### src/hw/rtl/lpfs_bank.sv
// One channel bank of the frame store: simple dual-port RAM, registered read.
// No package dependency.
`default_nettype none
module lpfs_bank #(
	parameter int DEPTH = 224,
	parameter int AW    = $clog2(DEPTH)
) (
	input  wire logic          clk,
	input  wire logic          we,
	input  wire logic [AW-1:0] waddr,
	input  wire logic [2:0]    wdata,
	input  wire logic          re,
	input  wire logic [AW-1:0] raddr,
	output logic [2:0]         rdata
);

	logic [2:0] mem [DEPTH];

	always_ff @(posedge clk) begin
		if (we) begin
			mem[waddr] <= wdata;
		end
	end

	always_ff @(posedge clk) begin
		if (re) begin
			rdata <= mem[raddr];
		end
	end

endmodule
`default_nettype wire

### config.mk
export PLATFORM = sky130hd
export DESIGN_NAME = lpfs_bank
export DESIGN_NICKNAME = d
export VERILOG_FILES = /design/src/hw/rtl/lpfs_bank.sv
export SDC_FILE = /design/constraint.sdc
export NUM_CORES = 1
export LEC_CHECK = 0
export BUFFER_PORTS_ARGS = -buffer_cell sky130_fd_sc_hd__buf_2
export CAP_MARGIN = 0
export CORE_MARGIN = 2
export CORE_UTILIZATION = 45
export CTS_CLUSTER_SIZE = 14
export DETAILED_ROUTE_END_ITERATION = 10
export PLACE_DENSITY = 0.69
export SYNTH_ARGS = -nofsm -noshare
export SYNTH_HDL_FRONTEND = slang
export SYNTH_SLANG_ARGS = --single-unit
### constraint.sdc
create_clock -name clk -period 5.8 [get_ports clk]
set_clock_uncertainty 0.1 [all_clocks]
set_input_delay 0.58 -clock clk [delete_from_list [all_inputs] [get_ports clk]]
set_output_delay 0.58 -clock clk [all_outputs]
set_load 0.01 [all_outputs]
==> impl_metrics.yaml <==
place:
  place_congestion: 0.847
  dp_cells: 2155
  io_buffers: 24
  dp_hpwl_um: 37400
clocking:
  clk_latency_ps: 600
  cts_buffers: 68
  cts_resized: 0
  clk_path_buf_depth: 3
  cts.clk_slew.worst_paths_ps: 60
  cts_setup_buffers: 0
  cts_sinks: 675
  hold_buffers: 0
  htreeDepth: 3
  tritoncts: "done"
  root_buffer: "clkbuf_16"
die:
  die-area_um2: 62200
  start_util_pct: 45.8
  die_w_um: 249
  die_y_um: 249
  core_um2: 59200
  ios: 25
  rows: 89
sta:
  slew_headroom_pct: 19.3
  holdWs_ps: 196
  timing.final.hold_violations: 0
  drv_slew: 0
  tightest_slew_ps: 1210
  min_period_ps: 3210
  final.setup.tns_ps: 0
  setup_viol: 0
  post-route-period-util_pct: 55.3
  fmax_ghz: 0.312
  grt_setup_unrepaired: "no"
power:
  power.total_mw: 10.1
  power.density_nw_per_um2: 335
  vdd_drop_max_mv: 0.193
  p_leak_nw: 9.11
synthesis:
  ys_seq_elements: 675
  ys_seq_area_share_pct: 74.8
  synth.avg_cell_area_um2: 19.1
  yosysWarnings: 0
  synth-main-ff-cell: "edfxtp_1"
  synth_fp_nets: 1443
  synth-edff-count: 675
  ys_types: 48
  synth_area_leaders: "edfxtp_1 (75%), mux4_2 (13%), nor2_1 (3.4%)"
  syn_inst: 1421
  async_flop_share_pct: 0
  synth_top_cell_area_share_pct: 74.8
  yosysTopAreaCell: "edfxtp_1"
  syn_area_um2: 27100
global_route:
  grt_pass1_vias: 14000
  antenna_found_initial: 2
  globalRouteTotalUtil_pct: 19.6
  grt_pass1_wl_um: 89500
  grt_max_degree: 159
  grt-ovfl-total: 0
drt:
  drtIter0Drc: 1633
  drc: 0
  wl_um: 60600
  ant_nets: 0
  viasPerCell: 5.95
  vias: 13600
  routedWlPerCell_um: 26.6
  drt_pass1_iterations: 6
worst_hold_path:
  worstHoldStart: "re"
  min_path_type: "in2reg"
critical_path:
  rrSetupSlack_ps: 3240
  start_kind: "input port"
  cp.required_ps: 6040
  r2r-start: "mem[110][1]"
  worstSetupEndpointType: "flop"
  cp-startpoint: "raddr[0]"
  worstSetupPathType: "in2reg"
  worstPathArrival_ps: 3450
  crit_fanout: 70
layout:
  final_layout_size_suffix_gt1_share_pct: 20.6
  final_nets: 1474
  instances_no_fill: 2278
  area_delta_synth_final_pct: 10.9
run:
  drv_cap: 0
status:
  status: "completed"
## stage by stage
stage               area, µm²  utilization, %  setup slack [ps]
floorplan               27100               -              3080
global placement        27900            47.2              2000
detailed placement      27900            47.2              1960
CTS                     30100            50.7              2600
global route            30100            50.7              2420
finish                  30100            50.7              2590
## per-layer routing
layer	vias to the layer above	track usage (%)	routed length [µm]
met5	-	0	13
met4	2	8.04	2340
met3	139	5.34	4920
met2	568	32.3	29900
met1	7034	24.7	23500
li1	5819	-	-
## kinds of logic after synthesis
kind of cell           Yosys count  synth area share [%]
DFF                            675                  74.8
and+or+nand+nor                365                  5.73
buffers and inverters           89                  1.88
muxes                          203                  15.3
AOI/OAI and AO/OA               89                  2.34
## synthesized netlist by cell type, types with 3 or more instances
library cell,instances
mux2_2,16
a31oi_1,7
o22ai_1,17
o211ai_1,3
nand4_1,9
buf_6,12
a2111oi_0,5
nand2b_1,8
nor3_1,11
buf_4,13
a22oi_1,24
edfxtp_1,675
a211oi_1,6
mux4_2,158
clkbuf_1,42
buf_1,5
mux2i_1,22
nor2b_1,15
mux4_1,7
a21oi_1,7
nand3_1,27
nand2_1,37
nor2_1,242
buf_2,13
o21ai_0,4
nor4_1,3
## registers in the layout, summed over array words and instances, names as in the netlist
signal	cells
rdata	3
mem	672
## worst paths after layout
check,cells past startpoint,endpoint
worst min register to register,5,rdata[2]
worst max register to register,6,rdata[1]
worst max-delay path,7,rdata[1]
worst min-delay path,1,rdata[0]
## layout make-up
class | instances | area, µm²
sequential | 675 | 20300
clock buffer | 90 | 1890
tap | 773 | 967
clock inverter | 32 | 238
multi-input combinational | 657 | 6330
fill | 4651 | 29200
timing repair buffer | 48 | 360
antenna | 1 | 2.50
inverter | 2 | 7.51
## power breakdown
part | switching (mW) | total (mW) | internal (mW)
Combinational | 0.301 | 0.468 | 0.167
Sequential | 0.00541 | 5.39 | 5.38
Clock | 1.74 | 4.21 | 2.46
Total | 2.05 | 10.1 | 8.01
## placed cells by master (no fill, tap or decap), types with 3 or more instances in the layout
cell type,instances
mux2_2,16
a211oi_1,6
nand3_1,27
clkinv_1,20
nand2_1,37
nand2b_1,8
mux2i_1,22
clkbuf_1,17
buf_4,22
a31oi_1,7
nand4_1,9
nor4_1,3
nor3_1,11
a2111oi_0,5
nor2b_1,15
a21oi_1,7
o21ai_0,4
a22oi_1,24
buf_6,4
clkinv_2,7
clkbuf_16,73
o211ai_1,3
o22ai_1,17
mux4_2,158
buf_2,19
edfxtp_1,675
nor2_1,242
mux4_1,7
bufinv_16,4
## worst max-delay path, stage by stage
cell and delay, ps:
buf_8 540, buf_4 620, mux4_2 590, a22o_1 250, o21ai_0 430, nand3_1 140
and4b_1 230
(Power assumes the default switching activity.)
