--- src/hw/rtl/lpfs_pkg.sv ---
// Shared types and constants for the LED panel frame store and scan driver.
// No dependencies; used by lpfs_remap and led_panel_frame_remap_and_scan.
`default_nettype none
package lpfs_pkg;

	localparam int HALF_WIDTH_DEF  = 112;
	localparam int TILE_ROWS_DEF   = 5;
	localparam int PANEL_ROWS      = 10;
	localparam int OUT_CHANNELS    = 50;

	// widest bank address (2*256 entries) and widest channel group (8 tile rows)
	localparam int ADDR_W_MAX = 9;
	localparam int GROUP_W    = 7;

	localparam logic CMD_WRITE = 1'b0;
	localparam logic CMD_SHIFT = 1'b1;

	// timing step within one pixel: which colour bit goes out
	localparam logic [1:0] PH_BIT2 = 2'd0;
	localparam logic [1:0] PH_BIT1 = 2'd1;
	localparam logic [1:0] PH_BIT0 = 2'd2;

	// row lines: bit0=A, bit1=B, bit2=C, bit3=D
	localparam logic [3:0] ROW_A = 4'h1;
	localparam logic [3:0] ROW_B = 4'h2;
	localparam logic [3:0] ROW_C = 4'h4;
	localparam logic [3:0] ROW_D = 4'h8;

	typedef struct packed {
		logic                  valid;
		logic [GROUP_W-1:0]    group;
		logic [ADDR_W_MAX-1:0] addr;
	} wr_req_t;

endpackage
`default_nettype wire

--- src/hw/rtl/lpfs_remap.sv ---
// Pixel write remap: screen (x, y) to channel bank and offset in that bank.
// Depends on lpfs_pkg.
`default_nettype none
module lpfs_remap #(
	parameter int HALF_WIDTH = lpfs_pkg::HALF_WIDTH_DEF,
	parameter int TILE_ROWS  = lpfs_pkg::TILE_ROWS_DEF
) (
	input  wire logic [7:0]       pixel_x,
	input  wire logic [5:0]       pixel_y,
	output lpfs_pkg::wr_req_t     wr
);

	localparam int AW     = $clog2(2 * HALF_WIDTH);
	localparam int CHANS  = TILE_ROWS * lpfs_pkg::PANEL_ROWS;
	localparam int NBANK  = (CHANS < lpfs_pkg::OUT_CHANNELS) ? CHANS : lpfs_pkg::OUT_CHANNELS;
	localparam logic [9:0] SW      = 10'(2 * HALF_WIDTH);
	localparam logic [9:0] HW10    = 10'(HALF_WIDTH);
	localparam logic [6:0] SH      = 7'(CHANS);
	localparam logic [AW-1:0] HWA  = AW'(HALF_WIDTH);
	localparam logic [lpfs_pkg::GROUP_W-1:0] NB = lpfs_pkg::GROUP_W'(NBANK);

	logic [9:0] xe;
	logic [9:0] prod;
	logic [2:0] q;
	logic [5:0] q10;
	logic [3:0] r;
	logic [2:0] half;
	logic       right;
	logic       on_screen;
	logic [9:0] col;
	logic [lpfs_pkg::GROUP_W-1:0] group;
	logic [AW-1:0] addr;

	always_comb begin
		xe    = {2'b00, pixel_x};
		// y/10 for y < 64 as (y*13) >> 7
		prod  = 10'(pixel_y) * 10'd13;
		q     = prod[9:7];
		q10   = 6'(q) * 6'd10;
		r     = 4'(pixel_y - q10);
		half  = r[3:1];
		right = (xe >= HW10);
		on_screen = (xe < SW) && ({1'b0, pixel_y} < SH);
		if (right) begin
			group = lpfs_pkg::GROUP_W'(q10) + 7'd4 - lpfs_pkg::GROUP_W'(half);
			col   = SW - 10'd1 - xe;
		end else begin
			group = lpfs_pkg::GROUP_W'(q10) + lpfs_pkg::GROUP_W'(half) + 7'd5;
			col   = xe;
		end
		addr = (pixel_y[0] ? HWA : '0) + col[AW-1:0];
		wr.valid = on_screen && (group < NB);
		wr.group = group;
		wr.addr  = lpfs_pkg::ADDR_W_MAX'(addr);
	end

endmodule
`default_nettype wire

--- config.mk ---
export PLATFORM = sky130hd
export DESIGN_NAME = lpfs_remap
export DESIGN_NICKNAME = d
export VERILOG_FILES = /design/src/hw/rtl/lpfs_pkg.sv /design/src/hw/rtl/lpfs_remap.sv
export SDC_FILE = /design/constraint.sdc
export NUM_CORES = 1
export LEC_CHECK = 0
export ABC_AREA = 1
export ABC_CLOCK_PERIOD_IN_PS = 6600
export BUFFER_PORTS_ARGS = -buffer_cell sky130_fd_sc_hd__buf_2
export CORE_MARGIN = 3
export CORE_UTILIZATION = 63
export DETAILED_ROUTE_END_ITERATION = 8
export PLACE_DENSITY = 0.91
export SETUP_SLACK_MARGIN = 0.4
export SLEW_MARGIN = 25
export SYNTH_ARGS = -nofsm -noshare
export SYNTH_HDL_FRONTEND = slang
export SYNTH_SLANG_ARGS = --single-unit
--- constraint.sdc ---
create_clock -name vclk -period 6.6
set_input_delay 0.33 -clock vclk [all_inputs]
set_output_delay 0.33 -clock vclk [all_outputs]
set_load 0.02 [all_outputs]
==> summary.md, run 1 <==
| Metric | Value |
|---|---|
| Hold wc startpoint | `pixel_x[0]` |
| CTS resizes | `0` |
| Post-synthesis cell type count | `27` |
| Setup CP Type | `in -> out` |
| Number of global-route vias before repair | `1192` |
| Synthesized net count | `251` |
| Leak Pwr | `0.000937 uW` |
| Die height | `52.0 um` |
| Cts hold-fix bufs | `0` |
| Max-cap violations | `0` |
| CP most frequent cell | `inv_1` |
| Vias per inst | `4.99` |
| I/O pins | `31` |
| Worst vdd ir | `0.373 mV` |
| Drt initial violations | `23` |
| Pint | `237 uW` |
| Synth Instances | `197` |
| Number of clock-tree buffers in the layout | `0` |
| Switch share | `0.625` |
| Std cell rows | `16` |
| Final setup viols | `0` |
| CORE AREA | `0.00198 mm^2` |
| PwrDens | `422 mW/mm^2` |
| Starting density of the core | `0.672` |
| Seq_cells | `0` |
| Setup crit start kind | `input pin` |
| Comb pwr share | `1.000` |
| ANT nets after route | `0` |
| Crit-path slowest cell | `fa_1` |
| Post-CTS setup buffer count | `0` |
| Detailed-router iteration count before antenna repair | `4` |
| Initial antenna violation count | `0` |
| # fillers | `168` |
| Reg area | `0 um^2` |
| Worst slew margin | `0.630` |
| Final nets | `281` |
| Share of layout cells above drive strength 1 | `0.204` |
| Total GRT Usage | `0.223` |
| Die area | `0.00270 mm^2` |
| First-pass GRT wire length | `4740 um` |
| Avg Cell Area, Syn | `6.76 um^2` |
| Run status | `complete, no violations` |
| Minimum clock period | `5360 ps` |
| Worst Setup SP | `pixel_y[3]` |
| Worst slew pin tran | `553 ps` |
| Crit share post-route | `0.812` |
| DRC | `0` |
| Required @ worst endpoint | `6270 ps` |
| Port bufs | `30` |
| Antenna cells | `0` |
| Syn. warnings | `0` |
| Sequential fraction of the synthesis area | `0` |
| Switching power | `396 uW` |
| Grt total ovfl | `0` |
| Unrepaired setup endpoints after global routing | `no` |
| Synthesized area | `0.00133 mm^2` |
| GP Congestion | `0.857` |
| Drt total wl | `2720 um` |
| Post-DP HPWL | `2510 um` |
| Clk pwr share | `0` |
| Final Hold Violating Endpoints | `0` |
| Slowest stage delay, CP | `500 ps` |
| Largest net degree at the start of global routing | `15` |
| Setup TNS | `0 ps` |
| Synth-to-Final Area Change | `12.7%` |
| Register share of total power | `0` |
| Setup crit end kind | `output port` |
| Worst hold path type | `in -> out` |
| Count of final max-slew check failures | `0` |
| Fmax | `187 MHz` |
| Vias | `1258` |
| Crit path max fanout | `4` |
| Avg WL per Cell | `10.8 um` |
| Crit path arrival time | `5030 ps` |
| Final core occ | `0.758` |
| DIE WIDTH | `52.0 um` |
## final cells by class
type | instances | area [um^2] | area share
Tap cell | 27 | 33.8 | 0.0225
Inverter | 50 | 188 | 0.125
Multi-Input combinational cell | 145 | 1130 | 0.752
Timing Repair Buffer | 30 | 150 | 0.100
## cell usage in the layout, fill, tap and decap left out
master / instances
a21oi_1: 10
nand3_1: 12
inv_1: 49
o21ai_1: 1
nand2_1: 36
nand3_2: 3
nand4_1: 1
xnor2_1: 3
o22ai_1: 1
o211ai_1: 1
o21ai_2: 1
o31ai_1: 1
xor2_1: 11
conb_1: 1
a21oi_4: 1
fa_1: 6
or2_2: 1
ha_1: 34
nor2_2: 1
inv_2: 1
a31o_2: 1
o21ai_0: 2
a31oi_1: 1
buf_2: 30
nor2_1: 9
nand2_2: 5
nand2_4: 2
## path summary, 6_finish.rpt
path | end | slack, ps | depth (start not counted)
setup / recovery | wr[16] | 1240 | 30
hold / removal | wr[0] | 940 | 3
## cell families after synthesis
logic type | count (synthesis) | synth area share
adders and majority gates | 40 | 0.409
buffers and inverters | 52 | 0.152
xor gates and xnor gates | 14 | 0.0920
AOI/OAI and AO/OA | 20 | 0.0948
other | 1 | 0.00281
and+or+nand+nor | 70 | 0.249
## power by group through the flow
stage                     registers, uW  logic [uW]  clock network [uW]
after floorplan                       0         481                   0
after global placement                0         614                   0
after detailed placement              0         634                   0
after CTS                             0         636                   0
after global routing                  0         727                   0
final                                 0         634                   0
## metal layers
metal / global-route usage / share of wire / vias to the layer above
met2: 0.439 / 0.50 / 25
met3: 0.00573 / 0.038 / 2
met1: 0.272 / 0.46 / 554
met5: 0 / 0 / -
li1: - / - / 677
met4: 0.0218 / 0.0059 / 0
## cell usage after synthesis
cell,number,area (um^2)
or2_2,1,6.26
a31oi_1,1,6.26
ha_1,34,425
inv_1,49,184
nand2_4,2,22.5
o211ai_1,1,7.51
a21oi_1,10,50.1
fa_1,6,120
o22ai_1,1,6.26
o21ai_1,1,5.00
nand4_1,1,6.26
o21ai_0,2,10.0
conb_1,1,3.75
a31o_2,1,8.76
o21ai_2,1,8.76
a21oi_4,1,16.3
nand3_2,3,30.0
buf_4,2,15.0
xnor2_1,3,26.3
nor2_1,9,33.8
nand3_1,12,60.1
nand2_1,36,135
nor2_2,1,6.26
inv_2,1,3.75
o31ai_1,1,7.51
nand2_2,5,31.3
xor2_1,11,96.3
## stage by stage
stage / cell area (um^2) / worst slack, ps / cells / power, uW / hold WS, ps
2_1_floorplan: 1330 / 1490 / 197 / 481 / 788
3_3_place_gp: 1500 / 1390 / 252 / 614 / 943
3_5_place_dp: 1500 / 1240 / 252 / 634 / 946
4_1_cts: 1500 / 1230 / 252 / 636 / 946
5_1_grt: 1500 / 812 / 252 / 727 / 956
6_report: 1500 / 1240 / 252 / 634 / 944
## critical path, delay by kind of cell
kind,cells,cell delay (ps)
AOI/OAI and AO/OA,2,390
xor gates and xnor gates,3,570
adders and majority gates,7,2220
buffers and inverters,8,690
and+or+nand+nor,10,810
No activity file was read; power rests on OpenSTA's default activity.
==> inputs of run 2 (changes only) <==
--- a/config.mk
+++ b/config.mk
@@ -6,12 +6,12 @@
 export NUM_CORES = 1
 export LEC_CHECK = 0
 export ABC_AREA = 1
-export ABC_CLOCK_PERIOD_IN_PS = 6600
+export ABC_CLOCK_PERIOD_IN_PS = 4320
 export BUFFER_PORTS_ARGS = -buffer_cell sky130_fd_sc_hd__buf_2
 export CORE_MARGIN = 3
-export CORE_UTILIZATION = 63
+export CORE_UTILIZATION = 52
 export DETAILED_ROUTE_END_ITERATION = 8
-export PLACE_DENSITY = 0.91
+export PLACE_DENSITY = 0.81
 export SETUP_SLACK_MARGIN = 0.4
 export SLEW_MARGIN = 25
 export SYNTH_ARGS = -nofsm -noshare
==> constraint.sdc (replaced) <==
create_clock -name vclk -period 4.32
set_input_delay 0.216 -clock vclk [all_inputs]
set_output_delay 0.216 -clock vclk [all_outputs]
set_load 0.02 [all_outputs]
==> run 2 against run 1 <==
Net effect:
- the flow now finishes with violations (setup timing)
- worst setup slack got worse by 1900 ps
- global-route usage increased by 2.0 points
- critical path depth decreased by 6
- non-clock buffer count increased by 27
- cell area increased by 40%
- routed wire length increased by 94%
- first-iteration DRC count increased to 7.0 times the previous value
- via count increased by 26%
- total power increased to 3.0 times the previous value
- combinational power increased to 3.0 times the previous value
- critical endpoint unchanged
==> summary.md, run 2 (synthesis results as in run 1) <==
| Metric | Value |
|---|---|
| Run status | `complete, but fails checks` |
| Failing checks | `setup timing` |
| Std cell rows | `17` |
| Crit path max fanout | `4` |
| Worst vdd ir | `1.05 mV` |
| Vias per inst | `5.67` |
| I/O pins | `31` |
| Minimum clock period | `4980 ps` |
| Comb pwr share | `1.000` |
| Worst hold path type | `in -> out` |
| Final nets | `308` |
| Final Hold Violating Endpoints | `0` |
| Largest delay contributor family on the critical path | `adder cells` |
| Setup TNS | `-2550 ps` |
| Pint | `828 uW` |
| ANT nets after route | `0` |
| Leading cell type in the layout, fill and taps excluded | `inv_1` |
| Required @ worst endpoint | `4100 ps` |
| Reg area | `0 um^2` |
| Unrepaired setup endpoints after global routing | `yes` |
| Most frequent cells in the layout | `39 x inv_1, 28 x nand2_1, 27 x buf_4, 22 x buf_2, 18 x ha_1` |
| Die area | `0.00321 mm^2` |
| Slowest stage delay, CP | `480 ps` |
| Antenna cells | `0` |
| Drt total wl | `5270 um` |
| Synth-to-Final Area Change | `57.7%` |
| CORE AREA | `0.00232 mm^2` |
| PwrDens | `899 mW/mm^2` |
| Max-cap violations | `0` |
| GP Congestion | `0.817` |
| Share of layout cells above drive strength 1 | `0.512` |
| Crit-path slowest cell | `fa_1` |
| Switching power | `1060 uW` |
| Number of clock-tree buffers in the layout | `0` |
| Clk pwr share | `0` |
| DIE WIDTH | `56.6 um` |
| Drt initial violations | `160` |
| Fin cells | `280` |
| Number of global-route vias before repair | `1498` |
| Vias | `1588` |
| Grt total ovfl | `0` |
| Register share of total power | `0` |
| First-pass GRT wire length | `6480 um` |
| Worst setup margin | `-658 ps` |
| Port bufs | `30` |
| Setup crit end kind | `output port` |
| Post-DP HPWL | `2680 um` |
| Die height | `56.6 um` |
| Switch share | `0.562` |
| Starting density of the core | `0.575` |
| Setup CP Type | `in -> out` |
| Initial antenna violation count | `0` |
| Hold path cells | `3` |
| Worst slew margin | `0.601` |
| Leak Pwr | `0.00109 uW` |
| Cts hold-fix bufs | `0` |
| Final setup viols | `6` |
| Total GRT Usage | `0.243` |
| Fmax | `201 MHz` |
| Buf+Inv Stages, Crit Path | `5` |
| Largest net degree at the start of global routing | `15` |
| Avg WL per Cell | `18.8 um` |
| Seq_cells | `0` |
| DRC | `0` |
| Crit share post-route | `1.15` |
| CP Depth | `24` |
| Worst slew pin tran | `597 ps` |
| Critical path, cell by cell | `buf_8, ha_4, fa_1, ha_1, nand2_2, o21ai_2, a31oi_1, xor2_1, ha_2, fa_2, xor2_2, xor2_1, inv_1, ha_4, inv_4, fa_2, nor2_1, inv_1, a21oi_2, nand3_1, nand3_2, a21oi_2, nor2_2, buf_6` |
| Crit path arrival time | `4760 ps` |
| Detailed-router iteration count before antenna repair | `5` |
| Setup crit start kind | `input pin` |
| Count of final max-slew check failures | `0` |
| Placed insts | `276` |
[run 2: cell types whose count changed in the layout (fill, tap and decap cells not counted), moves of 6 or more]
| cell | delta |
|---|---|
| ha_1 | -16 |
| nand2_2 | +8 |
| nand2_1 | -8 |
| buf_4 | +27 |
| buf_6 | +6 |
| inv_2 | +8 |
| inv_1 | -10 |
| ha_4 | +14 |
| buf_2 | -8 |
[run 2: final cells by class]
| cell class | instances | area, um^2 |
|---|---|---|
| multi-input cells | 145 | 1460 |
| repair buffers | 57 | 410 |
| fillers | 96 | 216 |
| inverters | 50 | 193 |
| well taps | 28 | 35.0 |
[run 2: path summary, 6_finish.rpt]
path / to / slack (ps) / startpoint
setup / recovery: wr[16] / -660 / pixel_y[2]
hold / removal: wr[1] / 720 / pixel_x[1]
[run 2: power groups by stage]
stage | Clock (uW) | Sequential (uW) | Combinational [uW]
2_1_floorplan | 0 | 0 | 918
3_3_place_gp | 0 | 0 | 1220
3_5_place_dp | 0 | 0 | 1250
4_1_cts | 0 | 0 | 1500
5_1_grt | 0 | 0 | 1990
6_report | 0 | 0 | 1890
[run 2: per-stage QoR]
stage | hold WS (ps) | setup slack, ps | instance area (um^2) | util | power [uW]
after floorplan | 560 | -122 | 1450 | - | 918
after global placement | 714 | -458 | 1790 | 0.773 | 1220
after detailed placement | 716 | -515 | 1790 | 0.773 | 1250
after CTS | 715 | -257 | 1950 | 0.842 | 1500
after global routing | 725 | -801 | 2100 | 0.907 | 1990
final | 721 | -658 | 2100 | 0.907 | 1890
[run 2: timing repair]
item                                    CTS  global route
pin swaps                                28            14
setup buffers                             3             1
endpoints found under the setup margin    6             7
resized for setup                        42            23
[run 2: layer usage]
| layer | vias to the layer above | wire [um] | global-route usage |
|---|---|---|---|
| met5 | - | 0 | 0 |
| met4 | 0 | 288 | 0.0305 |
| met3 | 24 | 294 | 0.0161 |
| met2 | 99 | 2710 | 0.469 |
| met1 | 743 | 1970 | 0.297 |
| li1 | 722 | - | - |
[run 2: worst min-delay path, delay by kind of cell]
| family | cells | cell delay [ps] |
|---|---|---|
| buffers and inverters | 2 | 230 |
| xor gates and xnor gates | 1 | 50 |
==> inputs of run 3 (changes only) <==
--- a/config.mk
+++ b/config.mk
@@ -12,6 +12,7 @@
 export CORE_UTILIZATION = 52
 export DETAILED_ROUTE_END_ITERATION = 8
 export PLACE_DENSITY = 0.81
+export RECOVER_POWER = 25
 export SETUP_SLACK_MARGIN = 0.4
 export SLEW_MARGIN = 25
 export SYNTH_ARGS = -nofsm -noshare
==> run 3 against run 2 <==
Net effect:
- the run still ends with setup timing left
- non-clock buffer count is the same
- die area is the same
- first-iteration DRC count shrank 1.3%
- routed wire length is essentially flat
- combinational power is essentially flat
- worst setup slack is essentially flat
- maximum frequency is the same
- critical path depth is the same
- hold slack gained 4.0 ps
- sequential share of layout area is the same
==> summary.md, run 3 (synthesis results as in run 1) <==
| Metric | Value |
|---|---|
| Setup crit start kind | `input pin` |
| Synth-to-Final Area Change | `57.6%` |
| Worst slew pin tran | `597 ps` |
| Setup crit end kind | `output port` |
| Std cell rows | `17` |
| Unrepaired setup endpoints after global routing | `yes` |
| Clk pwr share | `0` |
| Crit path max fanout | `4` |
| GRT met2 Usage | `0.469` |
| Hold path cells | `3` |
| Required @ worst endpoint | `4100 ps` |
| Total GRT Usage | `0.243` |
| Vias per inst | `5.67` |
| Pint | `827 uW` |
| Final Hold Violating Endpoints | `0` |
| Starting density of the core | `0.575` |
| # fillers | `94` |
| Cts hold-fix bufs | `0` |
| First-pass GRT wire length | `6480 um` |
| Number of clock-tree buffers in the layout | `0` |
| Fmax | `201 MHz` |
| Worst setup margin | `-658 ps` |
| Leading cell type in the layout, fill and taps excluded | `inv_1` |
| Minimum clock period | `4980 ps` |
| Run status | `complete, but fails checks` |
| Fin cells | `280` |
| Initial antenna violation count | `0` |
| Crit share post-route | `1.15` |
| Drt initial violations | `158` |
| Hold wc startpoint | `pixel_x[0]` |
| Leak Pwr | `0.00109 uW` |
| Met1 usage | `0.297` |
| I/O pins | `31` |
| DIE WIDTH | `56.6 um` |
| Port bufs | `30` |
| Final nets | `308` |
| Worst slew margin | `0.601` |
| GP Congestion | `0.817` |
| WHS Endpoint | `wr[0]` |
| CORE AREA | `0.00232 mm^2` |
| Register share of total power | `0` |
| Die height | `56.6 um` |
| Largest net degree at the start of global routing | `15` |
| Comb pwr share | `1.000` |
| Pwr Total | `1890 uW` |
| Count of final max-slew check failures | `0` |
| Reg area | `0 um^2` |
| Antenna cells | `0` |
| Avg WL per Cell | `18.8 um` |
| Dpl ws | `-515 ps` |
| PwrDens | `900 mW/mm^2` |
| Seq_cells | `0` |
| Post-DP HPWL | `2680 um` |
| Number of global-route vias before repair | `1498` |
| Share of layout cells above drive strength 1 | `0.504` |
| Detailed-router iteration count before antenna repair | `5` |
| Setup CP Type | `in -> out` |
| ANT nets after route | `0` |
| Switch share | `0.562` |
| Gr busiest metal | `met2` |
| Grt total ovfl | `0` |
| Final setup viols | `6` |
| Placed insts | `276` |
| Die area | `0.00321 mm^2` |
| Vias | `1588` |
| Crit path arrival time | `4760 ps` |
| DRC | `0` |
| Failing checks | `setup timing` |
| Worst hold path type | `in -> out` |
| Drt total wl | `5270 um` |
| Worst vdd ir | `1.05 mV` |
| Max-cap violations | `0` |
| Grt met3 use | `0.0161` |
| Switching power | `1060 uW` |
| Most frequent cells in the layout | `39 x inv_1, 28 x nand2_1, 27 x buf_4, 20 x buf_2, 18 x ha_1` |
run 3: final cells by class:
type,count,area (um^2),area share
repair buffers,57,408,0.194
inverters,50,193,0.0918
well taps,28,35.0,0.0167
multi-input cells,145,1460,0.697
run 3: per-layer routing:
metal | share of wire | up-vias
met3 | 0.056 | 24
met1 | 0.37 | 743
met5 | 0 | -
met2 | 0.51 | 99
li1 | - | 722
met4 | 0.055 | 0
run 3: worst max path at each step:
stage / from / to / slack, ps / depth (start not counted)
after floorplan: pixel_y[1] / wr[16] / -120 / 19
after global placement: pixel_y[1] / wr[16] / -460 / 23
after detailed placement: pixel_y[2] / wr[16] / -520 / 27
after CTS: pixel_y[2] / wr[16] / -260 / 27
after global routing: pixel_y[2] / wr[16] / -800 / 30
final: pixel_y[2] / wr[16] / -660 / 24
run 3: worst max-delay path, stage by stage:
cell     delay [ps]
buf_8           110
ha_4            230
fa_1            480
ha_1            330
nand2_2          70
o21ai_2         140
a31oi_1         110
xor2_1          190
ha_2            200
fa_2            360
xor2_2          160
xor2_1          260
inv_1           130
ha_4            320
inv_4            50
fa_2            350
nor2_1          130
inv_1           100
a21oi_2         190
nand3_1         180
nand3_2         150
a21oi_2          70
nor2_2          100
buf_6           120
run 3: stage by stage:
| step | hold slack (ps) | utilization | cell area [um^2] | setup TNS (ps) |
|---|---|---|---|---|
| 2_1_floorplan | 560 | - | 1450 | -122 |
| 3_3_place_gp | 714 | 0.773 | 1790 | -1350 |
| 3_5_place_dp | 716 | 0.773 | 1790 | -1660 |
| 4_1_cts | 715 | 0.842 | 1950 | -662 |
| 5_1_grt | 739 | 0.906 | 2100 | -3300 |
| 6_report | 725 | 0.906 | 2100 | -2560 |
run 3: what timing repair did:
| item | in CTS | in global routing |
|---|---|---|
| buffers inserted | 3 | 1 |
| pin swaps | 28 | 14 |
| gates resized for setup | 42 | 23 |
| endpoints found under the setup margin | 6 | 7 |
run 3: power groups by stage:
stage	clock (uW)	combinational [uW]	sequential (uW)
after floorplan	0	918	0
after global placement	0	1220	0
after detailed placement	0	1250	0
after CTS	0	1500	0
after global routing	0	1990	0
final	0	1890	0
